[config.mk]
export PLATFORM = sky130hd
export DESIGN_NAME = mlrf_queue
export DESIGN_NICKNAME = d
export VERILOG_FILES = /design/src/sv/mlrf_pkg.sv /design/src/sv/mlrf_queue.sv
export SDC_FILE = /design/constraint.sdc
export NUM_CORES = 1
export LEC_CHECK = 0
export BUFFER_PORTS_ARGS = -buffer_cell sky130_fd_sc_hd__buf_4
export CORE_UTILIZATION = 45
export CTS_BUF_LIST = sky130_fd_sc_hd__clkbuf_8
export CTS_CLUSTER_DIAMETER = 30
export DETAILED_ROUTE_END_ITERATION = 16
export PLACE_DENSITY = 0.7
export SYNTH_ARGS = -nofsm -noshare
export SYNTH_HDL_FRONTEND = slang
export SYNTH_SLANG_ARGS = --single-unit
[constraint.sdc]
create_clock -name clk_i -period 27 [get_ports clk_i]
set_input_delay 4.05 -clock clk_i [delete_from_list [all_inputs] [get_ports clk_i]]
set_output_delay 4.05 -clock clk_i [all_outputs]
set_load 0.005 [all_outputs]
[src/sv/mlrf_pkg.sv]
// Package for the masked linear regression fit unit.
// Widths, frame snapshot type and solver constants; used by all modules.
package mlrf_pkg;
  localparam int MAX_DIM = 1024;
  localparam int DIM_W = $clog2(MAX_DIM);
  localparam int CFG_W = 11;
  localparam int HALF_W = 4;
  localparam int PIX_W = 16;
  localparam int CNT_W = 2 * DIM_W + 1;
  localparam int SUM1_W = 37;
  localparam int SUM2_W = 52;
  localparam int LIMB_W = SUM2_W / 2;
  localparam int ACC_W = 108;
  localparam int DET_W = 72;
  localparam int NUM_MAG_W = 87;
  localparam int FRAC_W = 16;
  localparam int DIVN_W = NUM_MAG_W + FRAC_W + 1;
  localparam int QDEPTH = 2;
  localparam int OUT_W = 32;

  localparam logic [1:0] REG_WIDTH = 2'd0;
  localparam logic [1:0] REG_HEIGHT = 2'd1;
  localparam logic [1:0] REG_HALF = 2'd2;

  localparam logic [CFG_W-1:0] RST_WIDTH = CFG_W'(128);
  localparam logic [CFG_W-1:0] RST_HEIGHT = CFG_W'(128);
  localparam logic [HALF_W-1:0] RST_HALF = HALF_W'(2);

  typedef struct packed {
    logic [CNT_W-1:0]         n;
    logic signed [SUM1_W-1:0] sf;
    logic signed [SUM1_W-1:0] sz;
    logic signed [SUM2_W-1:0] sfz;
    logic signed [SUM2_W-1:0] sff;
  } sums_t;

  typedef struct packed {
    logic full;
    logic empty;
  } qstat_t;
endpackage

[src/sv/mlrf_queue.sv]
// Two-entry queue of frame sums between accumulators and solver.
// Depends on mlrf_pkg.
module mlrf_queue (
  input  logic            clk_i,
  input  logic            rst_ni,
  input  logic            push_i,
  input  mlrf_pkg::sums_t data_i,
  input  logic            pop_i,
  output mlrf_pkg::sums_t data_o,
  output mlrf_pkg::qstat_t stat_o
);
  localparam int AW = $clog2(mlrf_pkg::QDEPTH);

  mlrf_pkg::sums_t mem_q [mlrf_pkg::QDEPTH];
  logic [AW-1:0] wr_q, rd_q;
  logic [AW:0] cnt_q;

  assign stat_o.full = (cnt_q == (AW+1)'(mlrf_pkg::QDEPTH));
  assign stat_o.empty = (cnt_q == '0);
  assign data_o = mem_q[rd_q];

  always_ff @(posedge clk_i or negedge rst_ni) begin
    if (!rst_ni) begin
      wr_q <= '0;
      rd_q <= '0;
      cnt_q <= '0;
    end else begin
      if (push_i) wr_q <= wr_q + AW'(1);
      if (pop_i) rd_q <= rd_q + AW'(1);
      if (push_i && !pop_i) cnt_q <= cnt_q + (AW+1)'(1);
      else if (pop_i && !push_i) cnt_q <= cnt_q - (AW+1)'(1);
    end
  end

  always_ff @(posedge clk_i) begin
    if (push_i) mem_q[wr_q] <= data_i;
  end
endmodule

==> impl_table.tex <==
\begin{tabular}{lr}
\hline
Metric & Value \\
\hline
\multicolumn{2}{l}{\textbf{Critical path}} \\
WP data required & 22.95 ns \\
Maximum fanout along the worst path & 75 \\
Critical path startpoint category & register \\
Category of the worst setup path capture point & output port \\
WS Path Type & reg -> out \\
Arrival @ worst endpoint & 3.24 ns \\
\multicolumn{2}{l}{\textbf{Final layout}} \\
Fraction of layout cells with a size suffix above 1 & 62.1\% \\
Most frequent cells in the layout & sky130\_fd\_sc\_hd\_\_buf\_4, sky130\_fd\_sc\_hd\_\_edfxtp\_1, sky130\_fd\_sc\_hd\_\_mux2\_2, sky130\_fd\_sc\_hd\_\_clkbuf\_8, sky130\_fd\_sc\_hd\_\_clkinv\_1 \\
Most common cell after layout, fill and taps aside & sky130\_fd\_sc\_hd\_\_buf\_4 \\
Layout overhead on the synthesized area & 33.8\% \\
Core utilization of the finished layout & 61.7\% \\
Post-route insts no fill & 1,609 \\
NumNets Final & 1,312 \\
\multicolumn{2}{l}{\textbf{Synthesis}} \\
Distinct cell type count after synthesis & 12 \\
Mean cell area of the mapped netlist & 23.1 µm² \\
Area of the mapped netlist & 14,700 µm² \\
Post-synth net total & 839 \\
Number of flip-flops and latches in the synthesized netlist & 402 \\
Sequential-to-total area share from yosys stat & 82.1\% \\
Count of mapped cells out of synthesis & 635 \\
Number of warning messages in the yosys log & 0 \\
\multicolumn{2}{l}{\textbf{Timing}} \\
Final-report setup violation count & 0 \\
Post-route fraction of the period consumed by the critical path & 27.0\% \\
Setup TNS & 0 ns \\
Worst slew margin relative to its limit & 28.9\% \\
Final worst-path setup slack & 19.71 ns \\
Maximum clock frequency & 137 MHz \\
Worst Clk Skew & 0.0279 ns \\
Worst-margin pin slew & 1.07 ns \\
Post-layout min period & 7.29 ns \\
RSZ-0062 raised after global routing & no \\
Final hold viol count & 0 \\
Max-slew violations & 0 \\
\multicolumn{2}{l}{\textbf{Placed design}} \\
Number of placed cells counting well taps & 1,458 \\
IO Port Bufs & 403 \\
Routability cong. & 0.745 \\
DPL Wire Length & 19,100 µm \\
Setup slack after placement & 20.25 ns \\
\multicolumn{2}{l}{\textbf{Run}} \\
Max\_cap viols & 0 \\
\multicolumn{2}{l}{\textbf{Pwr}} \\
Peak VDD IR & 0.0698 mV \\
Power density relative to cell area & 103 nW/µm² \\
Total power after layout & 2.02 mW \\
Static power due to leakage & 7.45 nW \\
\multicolumn{2}{l}{\textbf{Routing}} \\
Antenna-violating nets left & 0 \\
Drc violations & 0 \\
Vias per std cell & 4.72 \\
Wirelength per Cell & 18.6 µm \\
Total routed wirelength & 29,900 µm \\
Vias & 7,601 \\
Detailed Routing Iterations Pass 1 & 4 \\
Initial detailed-routing violation count & 297 \\
\multicolumn{2}{l}{\textbf{Global routing}} \\
Initial antenna violation count & 1 \\
Overall fraction of global-route tracks in use & 17.5\% \\
Number of global-route vias before repair & 8,142 \\
Maximum number of pins on one net before global-route repair & 76 \\
Global-route wire length before repair & 43,700 µm \\
Residual overflow from global routing & 0 \\
\multicolumn{2}{l}{\textbf{Clock tree}} \\
Clock latency reported for the late side of the worst-skew pair & 0.61 ns \\
Number of buffers inserted by post-CTS setup repair & 0 \\
Clock tree from TritonCTS & yes \\
Clock tree root buffer cell & sky130\_fd\_sc\_hd\_\_clkbuf\_8 \\
Clk sink count & 402 \\
CTS buffer count & 83 \\
Maximum root-to-sink buffer count & 3 \\
Number of cells upsized or downsized after cts & 0 \\
Number of hold buffers added after CTS & 0 \\
Clock Pin Slew Worst Setup and Hold Paths & 0.05 ns \\
Depth of the CTS H-tree & 3 \\
\multicolumn{2}{l}{\textbf{Floorplanning}} \\
Boundary Pins & 404 \\
DIE AREA & 33,300 µm² \\
Width of the die & 183 µm \\
Starting utilization of the core area & 46.1\% \\
Die Height & 183 µm \\
Num rows & 65 \\
Core box area & 31,800 µm² \\
\multicolumn{2}{l}{\textbf{Outcome}} \\
Outcome & completed \\
\multicolumn{2}{l}{\textbf{Min path}} \\
HP Class & reg -> reg \\
\hline
\end{tabular}
## state kept, by name, summed over array words and instances (netlist names)
name,count
cnt_q,2
mem_q,398
rd_q,1
wr_q,1
## cell usage after synthesis
cell | n | area (µm²)
sky130_fd_sc_hd__and2_1 | 1 | 6.26
sky130_fd_sc_hd__clkbuf_8 | 19 | 262
sky130_fd_sc_hd__ha_1 | 1 | 12.5
sky130_fd_sc_hd__inv_1 | 1 | 3.75
sky130_fd_sc_hd__edfxtp_1 | 398 | 12000
sky130_fd_sc_hd__nor2_1 | 2 | 7.51
sky130_fd_sc_hd__nor2b_1 | 2 | 12.5
sky130_fd_sc_hd__dfrtp_1 | 4 | 100
sky130_fd_sc_hd__xnor2_1 | 1 | 8.76
sky130_fd_sc_hd__buf_6 | 3 | 33.8
sky130_fd_sc_hd__xor2_1 | 4 | 35.0
sky130_fd_sc_hd__mux2_2 | 199 | 2240
## routing by layer
layer  wire length, µm  track usage [%]  share of wire [%]
met2             14600             29.0                 49
met4               890             8.40                3.0
met3              3960             10.0                 13
met5                 0                0                  0
met1             10500             17.7                 35
## cell families (layout without fill, tap and decap cells)
kind of cell | count (synthesis) | after routing | synth area share, %
flops | 402 | 402 | 82.1
xor+xnor | 5 | 5 | 0.298
buf+inv | 23 | 561 | 2.04
mux | 199 | 199 | 15.3
fa+ha+maj | 1 | 1 | 0.0853
simple gates | 5 | 5 | 0.179
other cells | 0 | 1 | 0
## power breakdown
group	switching (mW)	total, mW	internal [mW]	leakage (nW)
Combinational	0.237	0.544	0.306	2.80
Sequential	0.0474	0.877	0.830	3.78
Clock	0.256	0.599	0.343	0.861
Total	0.541	2.02	1.48	7.45
## worst max-delay path, stage by stage (launching register included)
cell and delay [ns]:
sky130_fd_sc_hd__dfrtp_4 1.14, sky130_fd_sc_hd__buf_4 0.86, sky130_fd_sc_hd__mux2_2 0.42, sky130_fd_sc_hd__buf_4 0.15
## final timing paths
kind / from / to / slack, ns / cells past startpoint
worst max-delay path: rd_q / data_o[1] / 19.71 / 3
worst min-delay path: cnt_q[1] / cnt_q[1] / 0.50 / 1
worst max register to register: wr_q / mem_q[0][9] / 24.18 / 3
worst min register to register: cnt_q[1] / cnt_q[1] / 0.50 / 1
max in group asynchronous: rst_ni / rd_q / 23.63 / 1
min in group asynchronous: rst_ni / cnt_q[1] / 3.25 / 1
## cell type report
class | instances | area [µm²]
Multi-Input combinational cell | 210 | 2330
Antenna cell | 1 | 2.50
Timing Repair Buffer | 410 | 3080
Clock inverter | 65 | 444
Tap cell | 435 | 544
Clock buffer | 85 | 1170
Inverter | 1 | 3.75
Sequential cell | 402 | 12100
Fill cell | 2341 | 12200
## metrics by stage
stage / hold slack [ns] / cell area (µm²)
after CTS: 0.505 / 19600
after global routing: 0.518 / 19600
after floorplan: 0.455 / 14700
after detailed placement: 0.487 / 18000
after global placement: 0.483 / 18000
final: 0.501 / 19600
(Power assumes the default switching activity.)
