$ cat config.mk
export PLATFORM = sky130hd
export DESIGN_NAME = mlrf_front
export DESIGN_NICKNAME = d
export VERILOG_FILES = /design/src/sv/mlrf_pkg.sv /design/src/sv/mlrf_front.sv
export SDC_FILE = /design/constraint.sdc
export NUM_CORES = 2
export LEC_CHECK = 0
export BUFFER_PORTS_ARGS = -buffer_cell sky130_fd_sc_hd__buf_4
export CAP_MARGIN = 20
export CORE_UTILIZATION = 45
export CTS_CLUSTER_DIAMETER = 100
export DETAILED_ROUTE_END_ITERATION = 10
export PLACE_DENSITY = 0.64
export SYNTH_ARGS = -nofsm -noshare
export SYNTH_HDL_FRONTEND = slang
export SYNTH_SLANG_ARGS = --single-unit
$ cat constraint.sdc
create_clock -name clk_i -period 13.6 [get_ports clk_i]
set_input_delay 2.72 -clock clk_i [delete_from_list [all_inputs] [get_ports clk_i]]
set_output_delay 2.72 -clock clk_i [all_outputs]
set_load 0.005 [all_outputs]
$ cat src/sv/mlrf_pkg.sv
// Package for the masked linear regression fit unit.
// Widths, frame snapshot type and solver constants; used by all modules.
package mlrf_pkg;
  localparam int MAX_DIM = 1024;
  localparam int DIM_W = $clog2(MAX_DIM);
  localparam int CFG_W = 11;
  localparam int HALF_W = 4;
  localparam int PIX_W = 16;
  localparam int CNT_W = 2 * DIM_W + 1;
  localparam int SUM1_W = 37;
  localparam int SUM2_W = 52;
  localparam int LIMB_W = SUM2_W / 2;
  localparam int ACC_W = 108;
  localparam int DET_W = 72;
  localparam int NUM_MAG_W = 87;
  localparam int FRAC_W = 16;
  localparam int DIVN_W = NUM_MAG_W + FRAC_W + 1;
  localparam int QDEPTH = 2;
  localparam int OUT_W = 32;

  localparam logic [1:0] REG_WIDTH = 2'd0;
  localparam logic [1:0] REG_HEIGHT = 2'd1;
  localparam logic [1:0] REG_HALF = 2'd2;

  localparam logic [CFG_W-1:0] RST_WIDTH = CFG_W'(128);
  localparam logic [CFG_W-1:0] RST_HEIGHT = CFG_W'(128);
  localparam logic [HALF_W-1:0] RST_HALF = HALF_W'(2);

  typedef struct packed {
    logic [CNT_W-1:0]         n;
    logic signed [SUM1_W-1:0] sf;
    logic signed [SUM1_W-1:0] sz;
    logic signed [SUM2_W-1:0] sfz;
    logic signed [SUM2_W-1:0] sff;
  } sums_t;

  typedef struct packed {
    logic full;
    logic empty;
  } qstat_t;
endpackage

$ cat src/sv/mlrf_front.sv
// Front end: raster counters, centre mask, products and frame accumulators.
// Depends on mlrf_pkg. Pushes one sums snapshot per finished frame.
module mlrf_front (
  input  logic                       clk_i,
  input  logic                       rst_ni,
  input  logic                       clear_i,
  input  logic [mlrf_pkg::CFG_W-1:0] width_i,
  input  logic [mlrf_pkg::CFG_W-1:0] height_i,
  input  logic [mlrf_pkg::HALF_W-1:0] half_i,
  input  logic                       push_i,
  output logic                       full_o,
  input  logic signed [mlrf_pkg::PIX_W-1:0] model_pixel_i,
  input  logic signed [mlrf_pkg::PIX_W-1:0] data_pixel_i,
  input  mlrf_pkg::qstat_t           qstat_i,
  output logic                       q_push_o,
  output mlrf_pkg::sums_t            q_data_o
);
  localparam int CW = mlrf_pkg::CFG_W;
  localparam int DW = mlrf_pkg::DIM_W;

  logic [DW-1:0] col_q, col_d, row_q, row_d;
  logic [CW-1:0] w_eff, h_eff;
  logic signed [CW:0] dc, dr, s_pos, s_neg;
  logic masked, last, accept, consume;
  logic signed [mlrf_pkg::PIX_W-1:0] f_m, z_m;
  logic vld_q, last_q;
  logic signed [mlrf_pkg::PIX_W-1:0] f_q, z_q;
  logic signed [2*mlrf_pkg::PIX_W-1:0] ff_q, fz_q;
  mlrf_pkg::sums_t acc_q, acc_nx;

  always_comb begin
    w_eff = width_i;
    if (width_i == '0) w_eff = CW'(1);
    else if (width_i > CW'(mlrf_pkg::MAX_DIM)) w_eff = CW'(mlrf_pkg::MAX_DIM);
    h_eff = height_i;
    if (height_i == '0) h_eff = CW'(1);
    else if (height_i > CW'(mlrf_pkg::MAX_DIM)) h_eff = CW'(mlrf_pkg::MAX_DIM);
  end

  always_comb begin
    dc = $signed({2'b00, col_q}) - $signed({1'b0, w_eff[CW-1:1]});
    dr = $signed({2'b00, row_q}) - $signed({1'b0, h_eff[CW-1:1]});
    s_pos = $signed({{(CW+1-mlrf_pkg::HALF_W){1'b0}}, half_i});
    s_neg = -s_pos;
    masked = (dc >= s_neg) && (dc <= s_pos) && (dr >= s_neg) && (dr <= s_pos);
    f_m = masked ? '0 : model_pixel_i;
    z_m = masked ? '0 : data_pixel_i;
  end

  always_comb begin
    last = 1'b0;
    col_d = col_q;
    row_d = row_q;
    if (({1'b0, col_q} + CW'(1)) >= w_eff) begin
      col_d = '0;
      if (({1'b0, row_q} + CW'(1)) >= h_eff) begin
        last = 1'b1;
        row_d = '0;
      end else begin
        row_d = row_q + DW'(1);
      end
    end else begin
      col_d = col_q + DW'(1);
    end
  end

  assign consume = vld_q && !(last_q && qstat_i.full);
  assign full_o = vld_q && !consume;
  assign accept = push_i && !full_o;

  always_comb begin
    acc_nx.n = acc_q.n + mlrf_pkg::CNT_W'(1);
    acc_nx.sf = acc_q.sf + mlrf_pkg::SUM1_W'(f_q);
    acc_nx.sz = acc_q.sz + mlrf_pkg::SUM1_W'(z_q);
    acc_nx.sfz = acc_q.sfz + mlrf_pkg::SUM2_W'(fz_q);
    acc_nx.sff = acc_q.sff + mlrf_pkg::SUM2_W'(ff_q);
  end

  assign q_push_o = consume && last_q;
  assign q_data_o = acc_nx;

  always_ff @(posedge clk_i or negedge rst_ni) begin
    if (!rst_ni) begin
      col_q <= '0;
      row_q <= '0;
      vld_q <= 1'b0;
      last_q <= 1'b0;
      acc_q <= '0;
    end else if (clear_i) begin
      col_q <= '0;
      row_q <= '0;
      vld_q <= 1'b0;
      last_q <= 1'b0;
      acc_q <= '0;
    end else begin
      if (consume) acc_q <= last_q ? '0 : acc_nx;
      if (accept) begin
        col_q <= col_d;
        row_q <= row_d;
        vld_q <= 1'b1;
        last_q <= last;
      end else if (consume) begin
        vld_q <= 1'b0;
      end
    end
  end

  always_ff @(posedge clk_i) begin
    if (accept) begin
      f_q <= f_m;
      z_q <= z_m;
      ff_q <= f_m * f_m;
      fz_q <= f_m * z_m;
    end
  end
endmodule

==> reports/results.ini <==
[outcome]
status=finished, final reports clean

[cts]
clockBufferDepth=3
cts_made_buffers=40
clk_latency_ns=0.57
cts_root_buf=clkbuf_16
cts_tree=yes
htreeDepth=2
cts_sinks=315
path_clk_slew_ns=0.06
cts_setup_buffers=0

[placement]
dp_slack_ns=-0.1222
post_dp_cell_area_mm2=0.04511
dpl.hpwl_um=78230
io_buffers=263
numPlacedInstances=5833
gp_congestion=0.8815

[route]
wl_um=102000
dr.pass1.iters=6
drc=0
top_layer=met5
drtIter0Drc=1975
detail_route.wl_per_cell_um=17.27
via_per_inst=5.482
route.vias.total=32378
ant_nets=0
wl_met2_um=48430
dr_wl_met3_um=5223
wl_met1_um=46700

[sta]
setup_ws_ns=0.5738
tightest_slew_ns=1.041
skew_ns=0.02364
setup_viol=0
fmax_mhz=76.77
drv_slew=0
slew_headroom_pct=30.59
fin_crit_ns=13.03
rsz0062_at_grt=false
fin_crit_sh_pct=95.78
hold_violations=0

[worst_setup_path]
crit_type=in -> reg
r2r_start=row_q[0]
r2r-end=fz_q[30]
end_kind=flop
cpPeakStageDelay_ns=0.60
cp_max_fo=53
path_buf_inv=9
r2r_slack_ns=2.52
startpoint_type=input port
reg2reg_depth=42
cp_top_family=adder cells
required_ns=13.90
crit_slowest_cell=or4b_2
arrival_ns=13.32

[logic_synthesis]
synth_seq_cells=315
ys_seq_area_share_pct=19.96
netlist_area_mm2=0.04184
yosys.area.top_type=fa_1
synth_most_common_cell=inv_1
synthCells=4456
avgSynthCellArea_um2=9.389
synth_area_leaders=fa_1 24%, dfrtp_1 13%, ha_1 13%, edfxtp_1 6.7%, inv_1 6.2%
synth_edf_count=94
synthDistinctLibCells=92
ys_async_sr_fraction_pct=70.16
synth_commonest_cells=686 x inv_1, 500 x fa_1, 419 x ha_1, 339 x nand2_1, 224 x and3_1
syn_nets=5439
netlist.area_leader.share_pct=23.92
yosysWarnings=0
synthFlopType=dfrtp_1

[finish]
fin_nets=5616
seq_area_mm2=0.008353
drive_gt1_share_pct=9.822
final_cell_area_mm2=0.04650
finalNonFillerCells=5906
syn_to_final_growth_pct=11.13
nFillCells=8708
multiInputGateArea_mm2=0.03011
n_antenna_cell=0

[die]
num_io_pins=265
coreArea_mm2=0.09194
die_area_mm2=0.09420
start_util_pct=45.51
fp.dieH_um=306.9
rows=111
chipWidth_um=306.9

[global_routing]
grt_max_degree=147
grt_pass1_wl_um=170100
first_global_vias=33243
grt_usage_pct=22.11
gr-total-overflow=0
antenna_found_initial=4

[worst_hold_path]
hold_start=acc_q[198]
hold_depth=1
hold_end=acc_q[198]
worst_hold_path_type=reg -> reg

[flow_run]
cap_viol_max_count=0

[per-stage QoR]
step / TNS, ns / util [%] / hold slack [ns]
2_1_floorplan: 0 / - / 0.4703
3_3_place_gp: -0.02871 / 49.07 / 0.4911
3_5_place_dp: -0.1632 / 49.07 / 0.4961
4_1_cts: 0 / 50.54 / 0.5099
5_1_grt: 0 / 50.57 / 0.5215
6_report: 0 / 50.57 / 0.5040
[cell usage in the layout (no fill, tap or decap), types with 7 or more instances in the layout]
cell       synthesis  routed
o31ai_1           21      21
fa_1             500     500
buf_4              1     323
or2_2             11      11
a211o_1           12      12
o21bai_1          40      40
a31o_2            10      10
nand3_1           64      64
inv_1            686     685
a31oi_1           28      28
nand4_1           38      38
dfrtp_1          221     221
o21a_1            38      38
clkbuf_1         161       8
nor4_1            12      12
or3_1             12      12
clkinv_2           0       7
nor2_1           169     169
a221oi_1           9       9
xor2_1           103     103
edfxtp_1          94      94
nand2_4           10      10
clkbuf_16          0      42
nand2b_1          41      41
and3_1           224     224
o21ai_0          138     138
a211oi_1          29      29
nor2b_1           37      37
nand2_1          339     339
xnor2_1          183     183
and2_1            35      34
a21o_1           155     155
ha_1             419     419
o31a_1             9       9
o211ai_1          11      11
nor3_1            35      35
a21oi_1          207     206
a22o_1           187     187
[metal layers]
| metal | track usage [%] | vias to the layer above |
|---|---|---|
| li1 | - | 15447 |
| met1 | 30.95 | 16108 |
| met2 | 36.89 | 709 |
| met3 | 2.591 | 108 |
| met4 | 4.302 | 6 |
| met5 | 0 | - |
[repair_timing]
action	in CTS	in global routing
setup endpoints to repair	0	5
hold endpoints to repair	0	0
hold buffers	0	0
gates resized for setup	0	7
[state kept, by name, summed over array words and instances (netlist names)]
name    count
vld_q       1
last_q      1
z_q        16
ff_q       30
fz_q       32
f_q        16
col_q      10
row_q      10
acc_q     199
[how the worst max path moves through the flow]
stage               cells after the start    startpoint        to  slack (ns)
floorplan                              44   height_i[1]  fz_q[30]        0.79
global placement                       42  height_i[10]  fz_q[30]       -0.03
detailed placement                     42  height_i[10]  fz_q[30]       -0.12
CTS                                    42  height_i[10]  fz_q[30]        0.43
global route                           43  height_i[10]  fz_q[30]        0.02
finish                                 43  height_i[10]  fz_q[30]        0.57
[layout make-up]
| type | count | area share (%) |
|---|---|---|
| repair buffers | 329 | 5.436 |
| multi-input cells | 3256 | 64.76 |
| clock buffers | 52 | 2.360 |
| well taps | 1243 | 3.345 |
| flip-flops and latches | 315 | 17.97 |
| clock inverters | 20 | 0.5543 |
| inverters | 691 | 5.584 |
[cells by family (layout without fill, tap and decap cells)]
group           Yosys count  count (layout)  share of synthesized area, %
buf+inv                 885            1092                         8.167
mux                       5               5                        0.1226
xor+xnor                286             286                         5.987
compound gates          982             982                         16.44
simple gates           1064            1064                         12.86
fa+ha+maj               919             919                         36.45
flops                   315             315                         19.96
Power is left out: the tool's default activity adds up to more than one toggle a clock period on the data nets, which glitch-free logic cannot reach.
