File: src/sv/mlrf_pkg.sv
// Package for the masked linear regression fit unit.
// Widths, frame snapshot type and solver constants; used by all modules.
package mlrf_pkg;
  localparam int MAX_DIM = 1024;
  localparam int DIM_W = $clog2(MAX_DIM);
  localparam int CFG_W = 11;
  localparam int HALF_W = 4;
  localparam int PIX_W = 16;
  localparam int CNT_W = 2 * DIM_W + 1;
  localparam int SUM1_W = 37;
  localparam int SUM2_W = 52;
  localparam int LIMB_W = SUM2_W / 2;
  localparam int ACC_W = 108;
  localparam int DET_W = 72;
  localparam int NUM_MAG_W = 87;
  localparam int FRAC_W = 16;
  localparam int DIVN_W = NUM_MAG_W + FRAC_W + 1;
  localparam int QDEPTH = 2;
  localparam int OUT_W = 32;

  localparam logic [1:0] REG_WIDTH = 2'd0;
  localparam logic [1:0] REG_HEIGHT = 2'd1;
  localparam logic [1:0] REG_HALF = 2'd2;

  localparam logic [CFG_W-1:0] RST_WIDTH = CFG_W'(128);
  localparam logic [CFG_W-1:0] RST_HEIGHT = CFG_W'(128);
  localparam logic [HALF_W-1:0] RST_HALF = HALF_W'(2);

  typedef struct packed {
    logic [CNT_W-1:0]         n;
    logic signed [SUM1_W-1:0] sf;
    logic signed [SUM1_W-1:0] sz;
    logic signed [SUM2_W-1:0] sfz;
    logic signed [SUM2_W-1:0] sff;
  } sums_t;

  typedef struct packed {
    logic full;
    logic empty;
  } qstat_t;
endpackage

File: src/sv/mlrf_solver.sv
// Back end: forms det and numerators with a shared 26x26 multiplier, then
// divides bit-serially into Q16.16 with rounding and saturation. Uses mlrf_pkg.
module mlrf_solver (
  input  logic             clk_i,
  input  logic             rst_ni,
  input  mlrf_pkg::sums_t  job_i,
  input  mlrf_pkg::qstat_t qstat_i,
  output logic             q_pop_o,
  output logic             empty_o,
  input  logic             pop_i,
  output logic signed [mlrf_pkg::OUT_W-1:0] fit_offset_o,
  output logic signed [mlrf_pkg::OUT_W-1:0] fit_gain_o,
  output logic             singular_o
);
  localparam int AW = mlrf_pkg::ACC_W;
  localparam int SW = mlrf_pkg::SUM2_W;
  localparam int LW = mlrf_pkg::LIMB_W;
  localparam int DW = mlrf_pkg::DET_W;
  localparam int NW = mlrf_pkg::DIVN_W;
  localparam int OW = mlrf_pkg::OUT_W;
  localparam int BW = $clog2(NW);

  typedef enum logic [6:0] {
    S_IDLE = 7'b0000001,
    S_MUL  = 7'b0000010,
    S_ADD  = 7'b0000100,
    S_CHK  = 7'b0001000,
    S_DIV  = 7'b0010000,
    S_RND  = 7'b0100000,
    S_DONE = 7'b1000000
  } state_e;

  state_e state_q, state_d;
  mlrf_pkg::sums_t job_q;
  logic [2:0] prod_q;
  logic [1:0] part_q;
  logic [2*LW-1:0] pp_q;
  logic neg_q;
  logic signed [AW-1:0] det_q, n1_q, n0_q;
  logic [DW-1:0] dmag_q, rem_q;
  logic [NW-1:0] dvd_q, quo_q;
  logic [BW-1:0] bit_q;
  logic sel_q, qneg_q, sing_w_q;
  logic [OW-1:0] off_w_q, gain_w_q;
  logic out_vld_q;

  logic signed [SW-1:0] opa, opb;
  logic [SW-1:0] maga, magb;
  logic [LW-1:0] limba, limbb;
  logic [AW-1:0] addv;
  logic signed [AW-1:0] num, nmag;
  logic [DW:0] rsh, rsub;
  logic [NW:0] qinc;
  logic [NW-1:0] qr;
  logic [OW-1:0] qres;

  always_comb begin
    case (prod_q)
      3'd0: begin
        opa = SW'($signed({1'b0, job_q.n}));
        opb = job_q.sff;
      end
      3'd1: begin
        opa = SW'(job_q.sf);
        opb = SW'(job_q.sf);
      end
      3'd2: begin
        opa = SW'($signed({1'b0, job_q.n}));
        opb = job_q.sfz;
      end
      3'd3: begin
        opa = SW'(job_q.sf);
        opb = SW'(job_q.sz);
      end
      3'd4: begin
        opa = job_q.sff;
        opb = SW'(job_q.sz);
      end
      default: begin
        opa = SW'(job_q.sf);
        opb = job_q.sfz;
      end
    endcase
    maga = opa[SW-1] ? SW'(-opa) : SW'(opa);
    magb = opb[SW-1] ? SW'(-opb) : SW'(opb);
    limba = part_q[1] ? maga[SW-1:LW] : maga[LW-1:0];
    limbb = part_q[0] ? magb[SW-1:LW] : magb[LW-1:0];
  end

  always_comb begin
    case (part_q)
      2'd0: addv = AW'(pp_q);
      2'd3: addv = AW'(pp_q) << (2 * LW);
      default: addv = AW'(pp_q) << LW;
    endcase
  end

  always_comb begin
    num = sel_q ? n1_q : n0_q;
    nmag = num[AW-1] ? -num : num;
    rsh = {rem_q, dvd_q[NW-1]};
    rsub = rsh - {1'b0, dmag_q};
    qinc = {1'b0, quo_q} + (NW+1)'(1);
    qr = qinc[NW:1];
    if (qr == '0) begin
      qres = '0;
    end else if (qneg_q) begin
      if (qr > NW'(64'h8000_0000)) qres = 32'h8000_0000;
      else qres = OW'(-qr);
    end else begin
      if (qr > NW'(64'h7FFF_FFFF)) qres = 32'h7FFF_FFFF;
      else qres = qr[OW-1:0];
    end
  end

  always_comb begin
    state_d = state_q;
    case (state_q)
      S_IDLE: if (!qstat_i.empty) state_d = S_MUL;
      S_MUL:  state_d = S_ADD;
      S_ADD:  if (part_q == 2'd3 && prod_q == 3'd5) state_d = S_CHK;
              else state_d = S_MUL;
      S_CHK:  state_d = (det_q == '0) ? S_DONE : S_DIV;
      S_DIV:  if (bit_q == BW'(NW - 1)) state_d = S_RND;
      S_RND:  state_d = sel_q ? S_DONE : S_DIV;
      S_DONE: if (!out_vld_q) state_d = S_IDLE;
      default: state_d = S_IDLE;
    endcase
  end

  assign q_pop_o = (state_q == S_IDLE) && !qstat_i.empty;

  always_ff @(posedge clk_i or negedge rst_ni) begin
    if (!rst_ni) begin
      state_q <= S_IDLE;
      out_vld_q <= 1'b0;
    end else begin
      state_q <= state_d;
      if (state_q == S_DONE && !out_vld_q) out_vld_q <= 1'b1;
      else if (pop_i && out_vld_q) out_vld_q <= 1'b0;
    end
  end

  always_ff @(posedge clk_i) begin
    case (state_q)
      S_IDLE: begin
        job_q <= job_i;
        prod_q <= '0;
        part_q <= '0;
        det_q <= '0;
        n1_q <= '0;
        n0_q <= '0;
        sel_q <= 1'b0;
      end
      S_MUL: begin
        pp_q <= limba * limbb;
        neg_q <= opa[SW-1] ^ opb[SW-1] ^ prod_q[0];
      end
      S_ADD: begin
        case (prod_q[2:1])
          2'd0: det_q <= neg_q ? det_q - $signed(addv) : det_q + $signed(addv);
          2'd1: n1_q <= neg_q ? n1_q - $signed(addv) : n1_q + $signed(addv);
          default: n0_q <= neg_q ? n0_q - $signed(addv) : n0_q + $signed(addv);
        endcase
        part_q <= part_q + 2'd1;
        if (part_q == 2'd3) prod_q <= prod_q + 3'd1;
      end
      S_CHK: begin
        sing_w_q <= (det_q == '0);
        off_w_q <= '0;
        gain_w_q <= '0;
        dmag_q <= det_q[AW-1] ? DW'(-det_q) : DW'(det_q);
        dvd_q <= {nmag[mlrf_pkg::NUM_MAG_W-1:0], (mlrf_pkg::FRAC_W+1)'(0)};
        qneg_q <= num[AW-1] ^ det_q[AW-1];
        rem_q <= '0;
        quo_q <= '0;
        bit_q <= '0;
      end
      S_DIV: begin
        dvd_q <= dvd_q << 1;
        bit_q <= bit_q + BW'(1);
        if (!rsub[DW]) begin
          rem_q <= rsub[DW-1:0];
          quo_q <= {quo_q[NW-2:0], 1'b1};
        end else begin
          rem_q <= rsh[DW-1:0];
          quo_q <= {quo_q[NW-2:0], 1'b0};
        end
      end
      S_RND: begin
        if (sel_q) gain_w_q <= qres;
        else off_w_q <= qres;
        sel_q <= 1'b1;
        dvd_q <= {(mlrf_pkg::NUM_MAG_W)'(n1_q[AW-1] ? -n1_q : n1_q),
                  (mlrf_pkg::FRAC_W+1)'(0)};
        qneg_q <= n1_q[AW-1] ^ det_q[AW-1];
        rem_q <= '0;
        quo_q <= '0;
        bit_q <= '0;
      end
      S_DONE: begin
        if (!out_vld_q) begin
          fit_offset_o <= off_w_q;
          fit_gain_o <= gain_w_q;
          singular_o <= sing_w_q;
        end
      end
      default: ;
    endcase
  end

  assign empty_o = !out_vld_q;
endmodule

File: config.mk
export PLATFORM = sky130hd
export DESIGN_NAME = mlrf_solver
export DESIGN_NICKNAME = d
export VERILOG_FILES = /design/src/sv/mlrf_pkg.sv /design/src/sv/mlrf_solver.sv
export SDC_FILE = /design/constraint.sdc
export NUM_CORES = 2
export LEC_CHECK = 0
export BUFFER_PORTS_ARGS = -buffer_cell sky130_fd_sc_hd__clkbuf_2
export CORE_AREA = 2 2 351 527
export DETAILED_ROUTE_END_ITERATION = 16
export DIE_AREA = 0 0 353 529
export PLACE_DENSITY = 0.75
export SLEW_MARGIN = 40
export SYNTH_ARGS = -nofsm -noshare
export SYNTH_HDL_FRONTEND = slang
export SYNTH_SLANG_ARGS = --single-unit
File: constraint.sdc
create_clock -name clk_i -period 10.84 [get_ports clk_i]
set_input_delay 1.084 -clock clk_i [delete_from_list [all_inputs] [get_ports clk_i]]
set_output_delay 1.084 -clock clk_i [all_outputs]
set_load 0.05 [all_outputs]
==> impl_metrics.csv <==
group,metric,value,unit
run_status,status,"completed",
route,postRouteAntennaNets,0,
cts,clk_pin_slew,0.07,ns
logic_synthesis,synth_flop_cell,"edfxtp_1",
logic_synthesis,syn_area,0.102,sq mm
floorplanning,rows,192,
finish,design_area,0.115,sq mm
cts,cts.path.max_buffers,3,
grt,gr-total-overflow,0,
critical_path,start_kind,"flop",
finish,area_growth,12.8,%
logic_synthesis,synth.area.mux_share,1.84,%
cts,cts_buffers,109,
logic_synthesis,synth-simple-area-share,17.9,%
grt,grt_max_degree,101,
cts,htree_num_levels,3,
place,hpwlAfterDp,276,mm
cts,cts_tree,"done",
logic_synthesis,ys_seq_area_share,31.4,%
sta,worst-slew-pin-transition,0.866,ns
critical_path,cp_max_fo,16,
place,numPortBuffers,269,
logic_synthesis,ys_seq_elements,1063,
logic_synthesis,yosys.area_share.adder,18.8,%
sta,post-route-period-util,97.8,%
grt,grt_use_total,36.5,%
route,first_pass_iters,6,
logic_synthesis,synth-compound-area-share,17.1,%
logic_synthesis,syn_nets,12600,
logic_synthesis,synth_edf_count,1055,
place,postPlaceCellArea,0.109,sq mm
logic_synthesis,syn_inst,11300,
logic_synthesis,synth.top_cell.area_share,31.2,%
critical_path,slowest_stage,"fa_1",
sta,fmaxAchievable,94.3,MHz
finish,finalNonFillerCells,14300,
route,drt_wl_total,348,mm
finish,final_nets,13200,
route,routedWlPerCell,24.3,um
floorplanning,pin_count,271,
critical_path,worstPathArrival,11.07,ns
critical_path,cpMostUsedCell,"fa_1",
sta,skew,0.0798,ns
sta,period_minus_slack,10.60,ns
floorplanning,die_h,529,um
floorplanning,start_util,55.8,%
cts,clock_latency,0.80,ns
floorplanning,core_area,0.182,sq mm
place,dp_cells,14000,
cts,cts_num_sinks,1063,
route,vias,89900,
logic_synthesis,synthArstFlopShare,0.753,%
critical_path,max_stage_delay,0.56,ns
hold_path,hp-class,"input pin to async pin",
critical_path,worstSetupPathType,"flop to flop",
logic_synthesis,ys_types,129,
sta,max_slew_margin,40.8,%
logic_synthesis,synth_top_family_by_area,"adder cells",
place,place_congestion,1.03,
sta,maxSlewViolCount,0,
critical_path,critPathCaptureType,"flop",
sta,setup_viol,0,
logic_synthesis,yosysWarnings,0,
grt,grt_pass1_wl,527,mm
route,first_iter_violations,7764,
finish,final_common_cell,"nor2_1",
floorplanning,die_x,353,um
cts,cts_root_buf,"clkbuf_16",
finish,layout_common_cells,"nor2_1 (1,267), edfxtp_1 (1,055), nand2_1 (990), inv_1 (862), a21oi_1 (680)",
finish,drive_gt1_share,13.3,%
route,drc,0,
grt,antenna_found_initial,12,
logic_synthesis,synth.area.top_cells,"edfxtp_1 (31%), fa_1 (11%), ha_1 (7.4%)",
sta,hold_viol_final,0,
flow_run,cap_viol_max_count,0,
logic_synthesis,yosysTopAreaCell,"edfxtp_1",
grt,grt_pass1_vias,91000,
logic_synthesis,synth_xor_area_share,7.32,%
route,vias_per_cell,6.29,
floorplanning,dieArea,0.187,sq mm
logic_synthesis,syn_area_per_cell,9.03,sq um
critical_path,required,11.30,ns
-- per-stage QoR --
step	setup slack, ns	setup TNS, ns	hold slack, ns	utilization [%]
after floorplan	0.0486	0	0.400	-
after global placement	-0.803	-6.56	0.401	59.9
after detailed placement	-0.800	-7.18	0.405	60.0
after CTS	0.00587	0	0.142	62.4
after global routing	-0.0846	-0.354	0.173	63.0
final	0.238	0	0.176	63.0
-- synthesized netlist by cell type (47+ instances only) --
master	number
edfxtp_1	1055
o21ai_0	571
a31oi_1	124
inv_1	882
and2_1	90
a21o_1	238
a21oi_1	695
o211ai_1	53
o21bai_1	104
xor2_1	339
nand2b_1	129
xnor2_1	510
nand3_1	204
o22ai_1	47
mux2i_1	160
nand4_1	192
a211oi_1	66
and3_1	180
a22o_1	50
ha_1	600
o21a_1	70
nor4_1	86
clkbuf_1	482
or2_2	55
a22oi_1	117
a221oi_1	61
nor3_1	233
o31ai_1	108
nor2b_1	92
nor2_1	1292
or3_1	70
buf_2	69
nand2_1	1002
fa_1	578
-- critical path: cells and delay by family (launching register included) --
kind	cells	cell delay (ns)
compound gates	12	2.40
xor+xnor	1	0.10
fa+ha+maj	9	4.25
buf+inv	10	1.41
flops	1	0.49
mux	1	0.36
simple gates	8	1.24
-- final timing paths --
check                           start  depth (start not counted)              end  slack (ns)
max                         prod_q[1]                         41         pp_q[43]        0.24
min                            rst_ni                          1       state_q[1]        0.18
max reg2reg                 prod_q[1]                         41         pp_q[43]        0.24
min reg2reg                off_w_q[9]                          0  fit_offset_o[9]        0.41
max in group asynchronous      rst_ni                          1       state_q[0]       10.36
min in group clk_i         off_w_q[9]                          0  fit_offset_o[9]        0.41
-- state kept, by name (all words and copies together) (netlist names), 2 cells and up --
signal / count
part_q: 2
dvd_q: 87
rem_q: 72
dmag_q: 72
bit_q: 7
prod_q: 3
n1_q: 108
pp_q: 52
quo_q: 104
job_q: 199
gain_w_q: 32
det_q: 108
n0_q: 108
state_q: 7
fit_offset_o: 32
off_w_q: 32
fit_gain_o: 32
-- layout make-up --
cell class / count / area [sq um]
Antenna cell: 15 / 37.5
Inverter: 886 / 3330
Fill cell: 15400 / 67400
Timing Repair Buffer: 1003 / 7380
Tap cell: 2425 / 3030
Sequential cell: 1063 / 31900
Clock buffer: 125 / 2810
Clock inverter: 77 / 861
Multi-Input combinational cell: 8707 / 65300
-- kinds of logic after synthesis --
group                    Yosys count
AND/OR/NAND/NOR                 3823
AO/OA/AOI/OAI                   2674
buffers and inverters           1492
adder cells (fa/ha/maj)         1178
flip-flops                      1063
XOR/XNOR                         849
multiplexers                     183
-- per-layer routing --
layer | GRT usage [%] | vias up | share of wire (%)
li1 | - | 41000 | -
met1 | 39.5 | 43800 | 35
met2 | 65.5 | 3786 | 50
met3 | 4.98 | 1246 | 6.2
met4 | 26.0 | 4 | 8.4
met5 | 0 | - | 0.0083
-- what timing repair did --
item,CTS,global route
cloned,3,0
gates resized for setup,80,168
pin swaps,50,134
hold buffers,0,0
buffers inserted,18,34
endpoints found under the setup margin,17,17
Power is not shown: default switching activity piles up to over one toggle a cycle in this logic, so the estimate is an artifact.
